===== config.mk =====
export PLATFORM = sky130hd
export DESIGN_NAME = fsk_dds_uart_modulator
export DESIGN_NICKNAME = d
export VERILOG_FILES = /design/src/hw/rtl/fdu_pkg.sv /design/src/hw/rtl/fdu_ram.sv /design/src/hw/rtl/fdu_ctrl.sv /design/src/hw/rtl/fdu_lookup.sv /design/src/hw/rtl/fsk_dds_uart_modulator.sv
export SDC_FILE = /design/constraint.sdc
export NUM_CORES = 2
export LEC_CHECK = 0
export BUFFER_PORTS_ARGS = -buffer_cell sky130_fd_sc_hd__buf_4
export CAP_MARGIN = 20
export CORE_MARGIN = 8
export CORE_UTILIZATION = 55
export CTS_CLUSTER_DIAMETER = 150
export DETAILED_ROUTE_END_ITERATION = 10
export PLACE_DENSITY = 0.72
export SETUP_SLACK_MARGIN = 0.4
export SLEW_MARGIN = 20
export SYNTH_ARGS = -nofsm -noshare
export SYNTH_HDL_FRONTEND = slang
export SYNTH_HIERARCHICAL = 1
export SYNTH_SLANG_ARGS = --single-unit

===== constraint.sdc =====
create_clock -name clk -period 41.9 [get_ports clk]
set_input_delay 8.38 -clock clk [delete_from_list [all_inputs] [get_ports clk]]
set_output_delay 8.38 -clock clk [all_outputs]
set_load 0.01 [all_outputs]

===== src/hw/rtl/fdu_pkg.sv =====
`timescale 1ns / 1ps
`default_nettype none

package fdu_pkg;

  // Request codes on req_type
  typedef enum logic {
    REQ_SEND = 1'b0,
    REQ_TICK = 1'b1
  } fdu_req_t;

  // Result kinds on result_kind
  localparam logic KIND_ACK    = 1'b0;
  localparam logic KIND_SAMPLE = 1'b1;

  // Configuration register indexes
  localparam int CFG_IDX_W = 2;
  typedef enum logic [CFG_IDX_W-1:0] {
    REG_MARK_INC  = 2'd0,
    REG_SPACE_INC = 2'd1
  } fdu_reg_t;

  localparam logic [31:0] MARK_INC_RST  = 32'd214748364;
  localparam logic [31:0] SPACE_INC_RST = 32'd393705335;

  // 8O1 frame: start, eight data bits, parity, stop
  localparam int FRAME_LEN = 11;
  localparam int BIT_IDX_W = 4;

  // Sine memory
  localparam int ROM_DEPTH = 256;
  localparam int ROM_AW    = 8;
  localparam int SAMPLE_W  = 12;
  localparam logic [SAMPLE_W-1:0] MID_CODE = 12'd2048;

  // Per-result control bits carried down the lookup pipeline
  typedef struct packed {
    logic kind;
    logic acc;
    logic busy;
    logic last;
  } fdu_meta_t;

  typedef struct packed {
    fdu_meta_t   meta;
    logic [31:0] phase;
  } fdu_token_t;

  // Quarter wave of 1900*sin, 65 points including both ends
  localparam logic [10:0] QUARTER_WAVE [65] = '{
    11'd0,    11'd46,   11'd93,   11'd139,  11'd186,  11'd232,  11'd278,  11'd324,
    11'd370,  11'd416,  11'd461,  11'd506,  11'd551,  11'd595,  11'd640,  11'd683,
    11'd727,  11'd769,  11'd812,  11'd854,  11'd895,  11'd936,  11'd976,  11'd1016,
    11'd1055, 11'd1094, 11'd1131, 11'd1168, 11'd1205, 11'd1241, 11'd1275, 11'd1310,
    11'd1343, 11'd1376, 11'd1407, 11'd1438, 11'd1468, 11'd1497, 11'd1526, 11'd1553,
    11'd1579, 11'd1605, 11'd1629, 11'd1653, 11'd1675, 11'd1697, 11'd1717, 11'd1736,
    11'd1755, 11'd1772, 11'd1788, 11'd1804, 11'd1818, 11'd1831, 11'd1843, 11'd1853,
    11'd1863, 11'd1872, 11'd1879, 11'd1885, 11'd1890, 11'd1894, 11'd1897, 11'd1899,
    11'd1900
  };

  // Full-wave sine code built from the quarter wave by quadrant
  function automatic logic [SAMPLE_W-1:0] sine_code(input logic [ROM_AW-1:0] addr);
    logic [6:0]  fwd;
    logic [6:0]  rev;
    logic [10:0] amp;
    fwd = {1'b0, addr[5:0]};
    rev = 7'd64 - fwd;
    amp = addr[6] ? QUARTER_WAVE[rev] : QUARTER_WAVE[fwd];
    if (addr[7]) begin
      sine_code = MID_CODE - {1'b0, amp};
    end else begin
      sine_code = MID_CODE + {1'b0, amp};
    end
  endfunction

endpackage

`default_nettype wire


===== src/hw/rtl/fdu_ram.sv =====
`timescale 1ns / 1ps
`default_nettype none

module fdu_ram #(
  parameter int WIDTH = 12,
  parameter int DEPTH = 256
) (
  input  wire logic                     clk,
  input  wire logic                     we,
  input  wire logic [$clog2(DEPTH)-1:0] waddr,
  input  wire logic [WIDTH-1:0]         wdata,
  input  wire logic                     re,
  input  wire logic [$clog2(DEPTH)-1:0] raddr,
  output      logic [WIDTH-1:0]         rdata
);

  logic [WIDTH-1:0] mem [DEPTH];

  // One write port, one registered read port
  always_ff @(posedge clk) begin
    if (we) begin
      mem[waddr] <= wdata;
    end
    if (re) begin
      rdata <= mem[raddr];
    end
  end

endmodule

`default_nettype wire


===== src/hw/rtl/fdu_ctrl.sv =====
`timescale 1ns / 1ps
`default_nettype none

module fdu_ctrl #(
  parameter int SAMPLES_PER_BIT = 20
) (
  input  wire logic                clk,
  input  wire logic                rst,
  input  wire logic                in_valid,
  output      logic                in_ready,
  input  wire logic                req_type,
  input  wire logic [7:0]          byte_in,
  input  wire logic [31:0]         mark_inc,
  input  wire logic [31:0]         space_inc,
  input  wire logic                fill_done,
  input  wire logic                adv,
  output      logic                tok_valid,
  output      fdu_pkg::fdu_token_t tok
);

  localparam int CW = (SAMPLES_PER_BIT > 1) ? $clog2(SAMPLES_PER_BIT) : 1;

  logic [31:0]                     phase;
  logic [fdu_pkg::FRAME_LEN-1:0]   frame_bits;
  logic [fdu_pkg::BIT_IDX_W-1:0]   bit_index;
  logic                            busy;

  // Current job: one ack or a run of samples
  logic          job_active;
  logic          job_kind;
  logic          job_acc;
  logic          job_busy;
  logic [31:0]   job_inc;
  logic [CW-1:0] job_cnt;

  logic [fdu_pkg::FRAME_LEN-1:0] frame_next;
  logic [fdu_pkg::BIT_IDX_W-1:0] bit_index_next;
  logic                          busy_next;
  logic                          bit_val;
  logic                          acc;
  logic                          accept;
  logic                          fire;
  logic                          job_last;
  logic                          done;

  assign job_last = (job_kind == fdu_pkg::KIND_ACK) || (job_cnt == CW'(SAMPLES_PER_BIT - 1));
  assign fire     = job_active && adv;
  assign done     = fire && job_last;
  assign in_ready = fill_done && (!job_active || done);
  assign accept   = in_valid && in_ready;

  // Framing and bit taking
  always_comb begin
    frame_next     = frame_bits;
    bit_index_next = bit_index;
    busy_next      = busy;
    bit_val        = 1'b1;
    acc            = 1'b0;
    if (accept) begin
      if (req_type == fdu_pkg::REQ_SEND) begin
        if (!busy) begin
          frame_next     = {1'b1, ~(^byte_in), byte_in, 1'b0};
          bit_index_next = '0;
          busy_next      = 1'b1;
          acc            = 1'b1;
        end
      end else if (busy) begin
        if (bit_index >= fdu_pkg::BIT_IDX_W'(fdu_pkg::FRAME_LEN)) begin
          bit_index_next = '0;
          busy_next      = 1'b0;
        end else begin
          bit_val = frame_bits[bit_index];
          if (bit_index == fdu_pkg::BIT_IDX_W'(fdu_pkg::FRAME_LEN - 1)) begin
            bit_index_next = '0;
            busy_next      = 1'b0;
          end else begin
            bit_index_next = bit_index + 1'b1;
          end
        end
      end
    end
  end

  // Frame state
  always_ff @(posedge clk) begin
    frame_bits <= frame_next;
    if (rst) begin
      bit_index <= '0;
      busy      <= 1'b0;
    end else begin
      bit_index <= bit_index_next;
      busy      <= busy_next;
    end
  end

  // Job registers and phase accumulator
  always_ff @(posedge clk) begin
    if (rst) begin
      job_active <= 1'b0;
      job_cnt    <= '0;
      phase      <= '0;
    end else begin
      if (fire) begin
        job_cnt <= job_cnt + 1'b1;
        if (job_kind == fdu_pkg::KIND_SAMPLE) begin
          phase <= phase + job_inc;
        end
      end
      if (accept) begin
        job_active <= 1'b1;
        job_cnt    <= '0;
      end else if (done) begin
        job_active <= 1'b0;
      end
    end
  end

  always_ff @(posedge clk) begin
    if (accept) begin
      job_kind <= (req_type == fdu_pkg::REQ_TICK) ? fdu_pkg::KIND_SAMPLE : fdu_pkg::KIND_ACK;
      job_acc  <= acc;
      job_busy <= busy_next;
      job_inc  <= bit_val ? mark_inc : space_inc;
    end
  end

  assign tok_valid      = job_active;
  assign tok.meta.kind  = job_kind;
  assign tok.meta.acc   = job_acc;
  assign tok.meta.busy  = job_busy;
  assign tok.meta.last  = job_last;
  assign tok.phase      = phase;

endmodule

`default_nettype wire


===== src/hw/rtl/fdu_lookup.sv =====
`timescale 1ns / 1ps
`default_nettype none

module fdu_lookup #(
  parameter int TABLE_DEPTH = 256
) (
  input  wire logic                          clk,
  input  wire logic                          rst,
  input  wire logic                          tok_valid,
  input  wire fdu_pkg::fdu_token_t           tok,
  output      logic                          adv,
  output      logic                          fill_done,
  output      logic                          out_valid,
  input  wire logic                          out_ready,
  output      fdu_pkg::fdu_meta_t            out_meta,
  output      logic [fdu_pkg::SAMPLE_W-1:0]  out_sample
);

  localparam int TW = $clog2(TABLE_DEPTH + 1);
  localparam int IW = $clog2(TABLE_DEPTH);
  localparam int PW = 32 + TW;
  // Reciprocal for idx*256/TABLE_DEPTH: ceil(2^33 / TABLE_DEPTH), used as >> 25
  localparam longint unsigned RECIP = ((64'd1 << 33) + 64'(TABLE_DEPTH) - 64'd1)
                                      / 64'(TABLE_DEPTH);
  localparam int RW = $clog2(RECIP + 1);
  localparam int QW = IW + RW;

  logic [fdu_pkg::ROM_AW:0] fill_cnt;
  logic                     fill_we;

  logic               v1;
  fdu_pkg::fdu_meta_t m1;
  logic [IW-1:0]      idx1;
  logic               v2;
  fdu_pkg::fdu_meta_t m2;
  logic [fdu_pkg::ROM_AW-1:0] addr2;
  logic               v3;
  fdu_pkg::fdu_meta_t m3;
  logic [fdu_pkg::SAMPLE_W-1:0] rdata;

  logic [PW-1:0] prod1;
  logic [QW-1:0] prod2;

  // Sine memory load after reset, one entry per cycle
  assign fill_done = fill_cnt[fdu_pkg::ROM_AW];
  assign fill_we   = !fill_done;

  always_ff @(posedge clk) begin
    if (rst) begin
      fill_cnt <= '0;
    end else if (fill_we) begin
      fill_cnt <= fill_cnt + 1'b1;
    end
  end

  // Whole pipeline moves while the output slot is free or being taken
  assign adv = !v3 || out_ready;

  assign prod1 = PW'(tok.phase) * PW'(TABLE_DEPTH);
  assign prod2 = QW'(idx1) * QW'(RECIP);

  always_ff @(posedge clk) begin
    if (rst) begin
      v1 <= 1'b0;
      v2 <= 1'b0;
      v3 <= 1'b0;
    end else if (adv) begin
      v1 <= tok_valid;
      v2 <= v1;
      v3 <= v2;
    end
  end

  // Stage 1: scale phase to the table, stage 2: map onto the sine memory
  always_ff @(posedge clk) begin
    if (adv) begin
      m1    <= tok.meta;
      idx1  <= prod1[32 +: IW];
      m2    <= m1;
      addr2 <= prod2[25 +: fdu_pkg::ROM_AW];
      m3    <= m2;
    end
  end

  // Stage 3: sine memory read
  fdu_ram #(
    .WIDTH (fdu_pkg::SAMPLE_W),
    .DEPTH (fdu_pkg::ROM_DEPTH)
  ) u_sine (
    .clk   (clk),
    .we    (fill_we),
    .waddr (fill_cnt[fdu_pkg::ROM_AW-1:0]),
    .wdata (fdu_pkg::sine_code(fill_cnt[fdu_pkg::ROM_AW-1:0])),
    .re    (adv),
    .raddr (addr2),
    .rdata (rdata)
  );

  assign out_valid  = v3;
  assign out_meta   = m3;
  assign out_sample = (m3.kind == fdu_pkg::KIND_SAMPLE) ? rdata : '0;

endmodule

`default_nettype wire


===== src/hw/rtl/fsk_dds_uart_modulator.sv =====
`timescale 1ns / 1ps
`default_nettype none

// Continuous-phase FSK transmitter with 8O1 byte framing.
// Input channel (in_valid/in_ready): req_type 0 is a send request for byte_in,
// req_type 1 is a bit tick. A send yields one acknowledgement transaction; a tick
// yields SAMPLES_PER_BIT sample transactions, the last one flagged by last.
// Output channel (out_valid/out_ready) carries one result per cycle at most.
// Config channel (cfg_valid/cfg_ready, always ready): index 0 mark increment,
// index 1 space increment; other indexes are ignored. Write only while idle.
// The first result passes the job registers and the lookup stages before it is presented.
// Throughput: one result per cycle unless the output stalls, so a send every
// cycle; the next item is taken in the cycle the current job issues its last
// result into the lookup pipeline.
// Reset: phase and frame state clear, then the sine memory is loaded, one entry a
// cycle, through all 256 entries; in_ready stays low during the load.
// Stall: when out_ready is low while a result waits, the lookup pipeline and the
// sample generator hold; nothing is dropped.
module fsk_dds_uart_modulator #(
  parameter int SAMPLES_PER_BIT = 20,
  parameter int TABLE_DEPTH     = 256
) (
  input  wire logic                          clk,
  input  wire logic                          rst,
  input  wire logic                          in_valid,
  output      logic                          in_ready,
  input  wire logic                          req_type,
  input  wire logic [7:0]                    byte_in,
  output      logic                          out_valid,
  input  wire logic                          out_ready,
  output      logic                          result_kind,
  output      logic                          accepted,
  output      logic                          busy_res,
  output      logic [fdu_pkg::SAMPLE_W-1:0]  sample,
  output      logic                          last,
  input  wire logic                          cfg_valid,
  output      logic                          cfg_ready,
  input  wire logic [fdu_pkg::CFG_IDX_W-1:0] cfg_index,
  input  wire logic [31:0]                   cfg_data
);

  logic [31:0]         mark_inc;
  logic [31:0]         space_inc;
  logic                fill_done;
  logic                adv;
  logic                tok_valid;
  fdu_pkg::fdu_token_t tok;
  fdu_pkg::fdu_meta_t  out_meta;

  // Configuration registers
  assign cfg_ready = 1'b1;

  always_ff @(posedge clk) begin
    if (rst) begin
      mark_inc  <= fdu_pkg::MARK_INC_RST;
      space_inc <= fdu_pkg::SPACE_INC_RST;
    end else if (cfg_valid && cfg_ready) begin
      case (cfg_index)
        fdu_pkg::REG_MARK_INC:  mark_inc  <= cfg_data;
        fdu_pkg::REG_SPACE_INC: space_inc <= cfg_data;
        default: ;
      endcase
    end
  end

  fdu_ctrl #(
    .SAMPLES_PER_BIT (SAMPLES_PER_BIT)
  ) u_ctrl (
    .clk       (clk),
    .rst       (rst),
    .in_valid  (in_valid),
    .in_ready  (in_ready),
    .req_type  (req_type),
    .byte_in   (byte_in),
    .mark_inc  (mark_inc),
    .space_inc (space_inc),
    .fill_done (fill_done),
    .adv       (adv),
    .tok_valid (tok_valid),
    .tok       (tok)
  );

  fdu_lookup #(
    .TABLE_DEPTH (TABLE_DEPTH)
  ) u_lookup (
    .clk        (clk),
    .rst        (rst),
    .tok_valid  (tok_valid),
    .tok        (tok),
    .adv        (adv),
    .fill_done  (fill_done),
    .out_valid  (out_valid),
    .out_ready  (out_ready),
    .out_meta   (out_meta),
    .out_sample (sample)
  );

  assign result_kind = out_meta.kind;
  assign accepted    = out_meta.acc;
  assign busy_res    = out_meta.busy;
  assign last        = out_meta.last;

endmodule

`default_nettype wire


* Word-level counts from Yosys, hierarchy flattened *
Memory sizes are Yosys's and may differ from the RTL's. A register that Yosys moved wholly into a read port is not among the register bits.
Index checks and enable logic that the tools add are counted.

storage, ports and cells
  register bits after elaboration = 191
  memory bits (writable) = 3,072
  ROM bits = 2,816
  word-level logic and storage cells = 104
  memories kept = 3

memories
  memory               words  width  rd ports  clocked after memory_dff  wr ports  RTL line       RTL
  u_lookup.u_sine.mem  256    12     1         1                         1         fdu_ram.sv:17  logic [WIDTH-1:0] mem [DEPTH];
  (name not given)     128    11     1         0                         0         fdu_pkg.sv:69  amp = addr[6] ? QUARTER_WAVE[rev] : QUARTER_WAVE[fwd];
  (name not given)     128    11     1         0                         0         fdu_pkg.sv:69

cells by class
  add/subtract/negate cells = 7
  $lt $le $gt $ge = 4
  equal/unequal tests = 5
  mux-type cells = 30
  bitwise operators = 6
  reductions and logical operators = 18

operator list
  kind                                                       count
  two-way mux 11 bit                                         5
  adder 32 bit                                               1
  two-way mux 32 bit                                         1
  two-way mux 12 bit                                         2
  two-way mux 4 bit                                          5
  greater-or-equal comparator 8 bit (second input constant)  2
  two-way mux 1 bit                                          15
  adder 12 x 11 -> 12 bit (first input constant)             1
  subtractor 12 x 11 -> 12 bit (first input constant)        1
  adder 9 x 1 -> 9 bit (second input constant)               1
  two-way mux 9 bit                                          1
  inverter 6 -> 8 bit                                        1
  inverter 7 -> 8 bit                                        1
  parity 8 bit                                               1
  subtractor 7 x 6 -> 7 bit (first input constant)           1
  AND reduction 2 bit                                        3
  AND reduction 3 bit                                        2
  adder 5 x 1 -> 5 bit (second input constant)               1
  equality test 5 bit (second input constant)                1
  < comparator 4 x 5 -> 1 bit (second input constant)        1
  adder 4 x 1 -> 4 bit (second input constant)               1
  binary-select mux 1 bit (select 4 bit)                     1
  equality test 4 bit (second input constant)                1
  greater-or-equal comparator 4 bit (second input constant)  1
  10 further kinds                                           19

* Logic depth before layout (Yosys ltp) *
  depth after elaboration = 9
  mapped depth = 21
  depth with buffers taken out = 15

* By module *
Netlist, hierarchy kept.

by module, submodules not included
  module                  times used  cells each  area each (sq um)  sequential area each (sq um)
  fdu_ram                 1           5,506       118,752.6          92,608.8
  fdu_ctrl                1           536         5,373.9            2,182.1
  fdu_lookup              1           577         4,621.9            1,081.0
  fsk_dds_uart_modulator  1           271         2,660.1            1,281.2

* Worst setup path before layout *
Ideal clock, no wire load.

  path type = reg-to-reg
  start point = register u_lookup/fill_cnt[1] (netlist name)
  end point = memory u_lookup.u_sine.mem[0][10] (data pin)
  arrival time = 17.408 ns
  required time = 40.374 ns
  slack = 22.967 ns
  cell stages (with the launch flop) = 22
  period minus slack after synthesis = 18.933 ns
  cells stage by stage = dfxtp_1 > buf_4 > buf_4 > inv_1 > ha_1 > buf_2 > clkinv_1 > ha_1 > buf_2 > buf_2 > buf_2 > o21ai_0 > a21oi_1 > a22oi_1 > mux2i_1 > o221ai_1 > inv_1 > ha_1 > inv_1 > a211oi_2 > a41o_1 > xor2_1

on the way
  cells in the longest elaborated chain, start to end = 8

RTL lines
  item                                                                     RTL line                      RTL
  start: declaration                                                       fdu_lookup.sv:28              logic [fdu_pkg::ROM_AW:0] fill_cnt;
  start signal: assignment                                                 fdu_lookup.sv:52              fill_cnt <= fill_cnt + 1'b1;
  subtractor 7 x 6 -> 7 bit                                                fdu_pkg.sv:68                 rev = 7'd64 - fwd;
  inverter 7 -> 8 bit (implied by the code)                                fdu_pkg.sv:69
  memory read (128 x 11 bit)                                               -
  two-way mux 11 bit (implied by the code) (2 in series)                   fdu_pkg.sv:69
  two-way mux 11 bit (*)                                                   fdu_pkg.sv:69
  adder 12 x 11 -> 12 bit or subtractor 12 x 11 -> 12 bit (tied branches)  fdu_pkg.sv:73, fdu_pkg.sv:71
  two-way mux 12 bit (*)                                                   fdu_pkg.sv:70                 if (addr[7]) begin
  end: declaration                                                         fdu_ram.sv:17

Every way passes the cells marked *; elsewhere a longest branch is shown, timed or not. The select of a mux whose other input is x is not followed.

* Worst setup path after layout *
  start point = input out_ready
  end point = output in_ready

on the way
  cells in the longest elaborated chain, start to end = 5

RTL lines
  item                RTL line                      RTL
  start: declaration  fsk_dds_uart_modulator.sv:30  input wire logic out_ready,
  logical OR 1 bit    fdu_lookup.sv:57              assign adv = !v3 || out_ready;
  via adv             fsk_dds_uart_modulator.sv:45  logic adv;
  logical AND 1 bit   fdu_ctrl.sv:47                assign fire = job_active && adv;
  logical AND 1 bit   fdu_ctrl.sv:48                assign done = fire && job_last;
  logical OR 1 bit    fdu_ctrl.sv:49                assign in_ready = fill_done && (!job_active || done);
  logical AND 1 bit   fdu_ctrl.sv:49
  end: declaration    fsk_dds_uart_modulator.sv:26  output logic in_ready,

The timed path passes the listed nets, and every way through them passes these cells.

==> results.cfg <==
[outcome]
status = completed

[finish]
final_util_pct = 61.5
multi_input_comb_area_mm2 = 0.0320
final_cells = 10500
final_area_mm2 = 0.146
nets = 7203
area_growth_pct = 11.2
fillers = 16300
regArea_mm2 = 0.0972
layout-drive-gt1-share_pct = 23.3

[sta]
layout_min_cycle_time_ns = 17.49
whs_ns = 0.401
relSlewSlack_pct = 19.2
setup_viol = 0
tightestPinTransition_ns = 1.21
final_max_slew_viol_count = 0
finClkSkew_ns = 0.0791
finalSetupTns_ns = 0
rsz0062_at_grt = no
max_freq_ghz = 0.0572
fin_ws_ns = 24.41
final.period_utilization_pct = 41.7
hold_viol = 0

[job]
maxCapViolCount = 0

[clocking]
cts_root_buffer = clkbuf_16
clk_latency_ns = 0.97
clock-sinks = 3275
cts_hold_buf = 0
cts_tree = built
h-tree-depth = 5
cts_resized = 0
cts_setup_buffers = 0
cts_made_buffers = 332
cts_buffer_depth = 4
clk_pin_slew_worst_paths_ns = 0.06

[synth]
yosys.area.top_type = edfxtp_1
synth_edf_count = 3156
synth_area_mm2 = 0.131
synth_area_leaders = edfxtp_1, mux4_2, mux2i_1
yosysTopAreaCellShare_pct = 72.1
yosysSeqAreaShare_pct = 73.9
async_flop_share_pct = 0
synth_cell_types = 109
ys_ff_latch = 3275
synth_ff_type = edfxtp_1
syn_avg_cell_area_um2 = 19.1
yosysWarnings = 6
netlist_top_cells_count = edfxtp_1, mux4_2, nor2_1
synthesis.nets = 6984
synth.most_common_cell = edfxtp_1
synth_cells = 6890

[global_route]
grt_pass1_wl_um = 473000
grt_remaining_overflow = 0
grt_use_total_pct = 25.1
grt_max_degree = 193
grt_pass1_vias = 68800
antenna_found_initial = 16

[critical_path]
crit_arrival_ns = 9.11
crit_type = in2out
cp-end-kind = output pin
r2r_start = u_lookup/fill_cnt[0]
path_max_fanout = 3
critPathSlowestCell = a21bo_2
cp_top_family = simple AND/OR/NAND/NOR gates
crit_chain = buf_4 > nand2b_4 > a21bo_2 > and2_1 > buf_4
crit_start = out_ready
path_buf_inv = 2
crit_required_ns = 33.52
cp_slowest_stage_delay_ns = 0.20
cpMostUsedCell = buf_4
cp-start-kind = input pin

[die]
die_area_mm2 = 0.255
rows = 179
die_h_um = 505
io_pins = 67
die_width_um = 505
initial_utilization_pct = 55.2
core_area_mm2 = 0.238

[worst_hold_path]
min_from = u_ctrl/job_busy
min_path_type = reg2reg

[place]
place.gp.congestion = 0.893
dp_cells = 9939
io_buffers = 65
dpl.hpwl_um = 191000
place_area_mm2 = 0.136
place_ws_ns = 24.41

[power]
power.leakage_nw = 44.9
power_density_mw_per_mm2 = 45.9
ir_drop_v = 0.0000355
p_total_mw = 6.72

[route]
drt-total-wl_um = 326000
wl_per_cell_um = 31.0
drc = 0
ant_nets = 0
viasPerCell = 6.60
drt_iter0_markers = 9854
first_pass_iters = 7
vias = 69500
[power by group]
| group | total [mW] | leakage, nW | switching (mW) | internal (mW) |
|---|---|---|---|---|
| clock | 2.84 | 5.02 | 1.19 | 1.65 |
| sequential | 3.65 | 29.8 | 0.00280 | 3.65 |
| combinational | 0.227 | 10.0 | 0.180 | 0.0477 |
[flip-flops by register name, indices dropped and copies added (netlist names), 4 cells and up]
name                   flops
u_lookup/u_sine/mem     3072
mark_inc                  32
space_inc                 32
u_ctrl/job_inc            32
u_ctrl/phase              32
u_lookup/u_sine/rdata     12
u_ctrl/frame_bits          9
u_lookup/fill_cnt          9
u_lookup/addr2             8
u_lookup/idx1              8
u_ctrl/job_cnt             5
u_ctrl/bit_index           4
u_lookup/m1                4
u_lookup/m2                4
u_lookup/out_meta          4
[layer usage]
layer | vias up | wire length, um | part of all wire [%] | track usage [%]
li1 | 28700 | - | - | -
met1 | 36000 | 123000 | 38 | 34.9
met2 | 4102 | 151000 | 46 | 38.5
met4 | 4 | 13000 | 4.0 | 9.24
met3 | 606 | 39000 | 12 | 6.75
met5 | - | 21 | 0.0064 | 0
[worst reg2reg max path, stage by stage, from the launching register on]
cell,delay (ns)
dfxtp_2,0.32
inv_1,0.26
ha_1,0.20
buf_4,0.29
clkinv_1,0.37
ha_1,0.98
buf_4,0.43
clkinv_1,0.34
a211oi_1,0.34
o32ai_1,0.18
o221ai_1,0.53
inv_1,0.16
ha_1,0.25
inv_1,0.07
a211oi_2,0.05
a21o_1,0.25
xor2_4,0.76
buf_4,0.73
buf_4,0.91
[cell families (layout without fill, tap and decap cells)]
group | Yosys count | after routing | synth area share (%)
fa+ha+maj | 46 | 46 | 0.444
simple gates | 1022 | 1022 | 3.77
buf+inv | 482 | 943 | 2.22
xor+xnor | 51 | 51 | 0.346
mux | 1020 | 1020 | 14.0
compound gates | 993 | 993 | 5.27
other cells | 1 | 8 | 0.00285
flops | 3275 | 3275 | 73.9
[area by class of cell]
class                      count  area share, %
antenna                        7         0.0120
tap                         3167           2.71
clock inverter               169           1.07
sequential                  3275           66.5
clock buffer                 407           5.98
timing repair buffer         333           1.82
inverter                      34         0.0873
multi-input combinational   3133           21.9
[path summary, 6_finish.rpt]
check,to,depth (start not counted),slack (ns)
setup / recovery,in_ready,5,24.41
hold / removal,u_lookup/m1[1],0,0.40
setup reg to reg,u_lookup/u_sine/mem[109][8],18,34.02
hold reg to reg,u_lookup/m1[1],0,0.40
[placed cells by master, fill, tap and decap left out, drive strengths merged, types with 125 or more instances in the layout]
cell type  count
buf          333
mux2i        310
clkinv       125
a22oi        223
edfxtp      3156
mux4         639
clkbuf       407
a21oi        216
nor2         456
nand2        136
(Power assumes the default switching activity.)
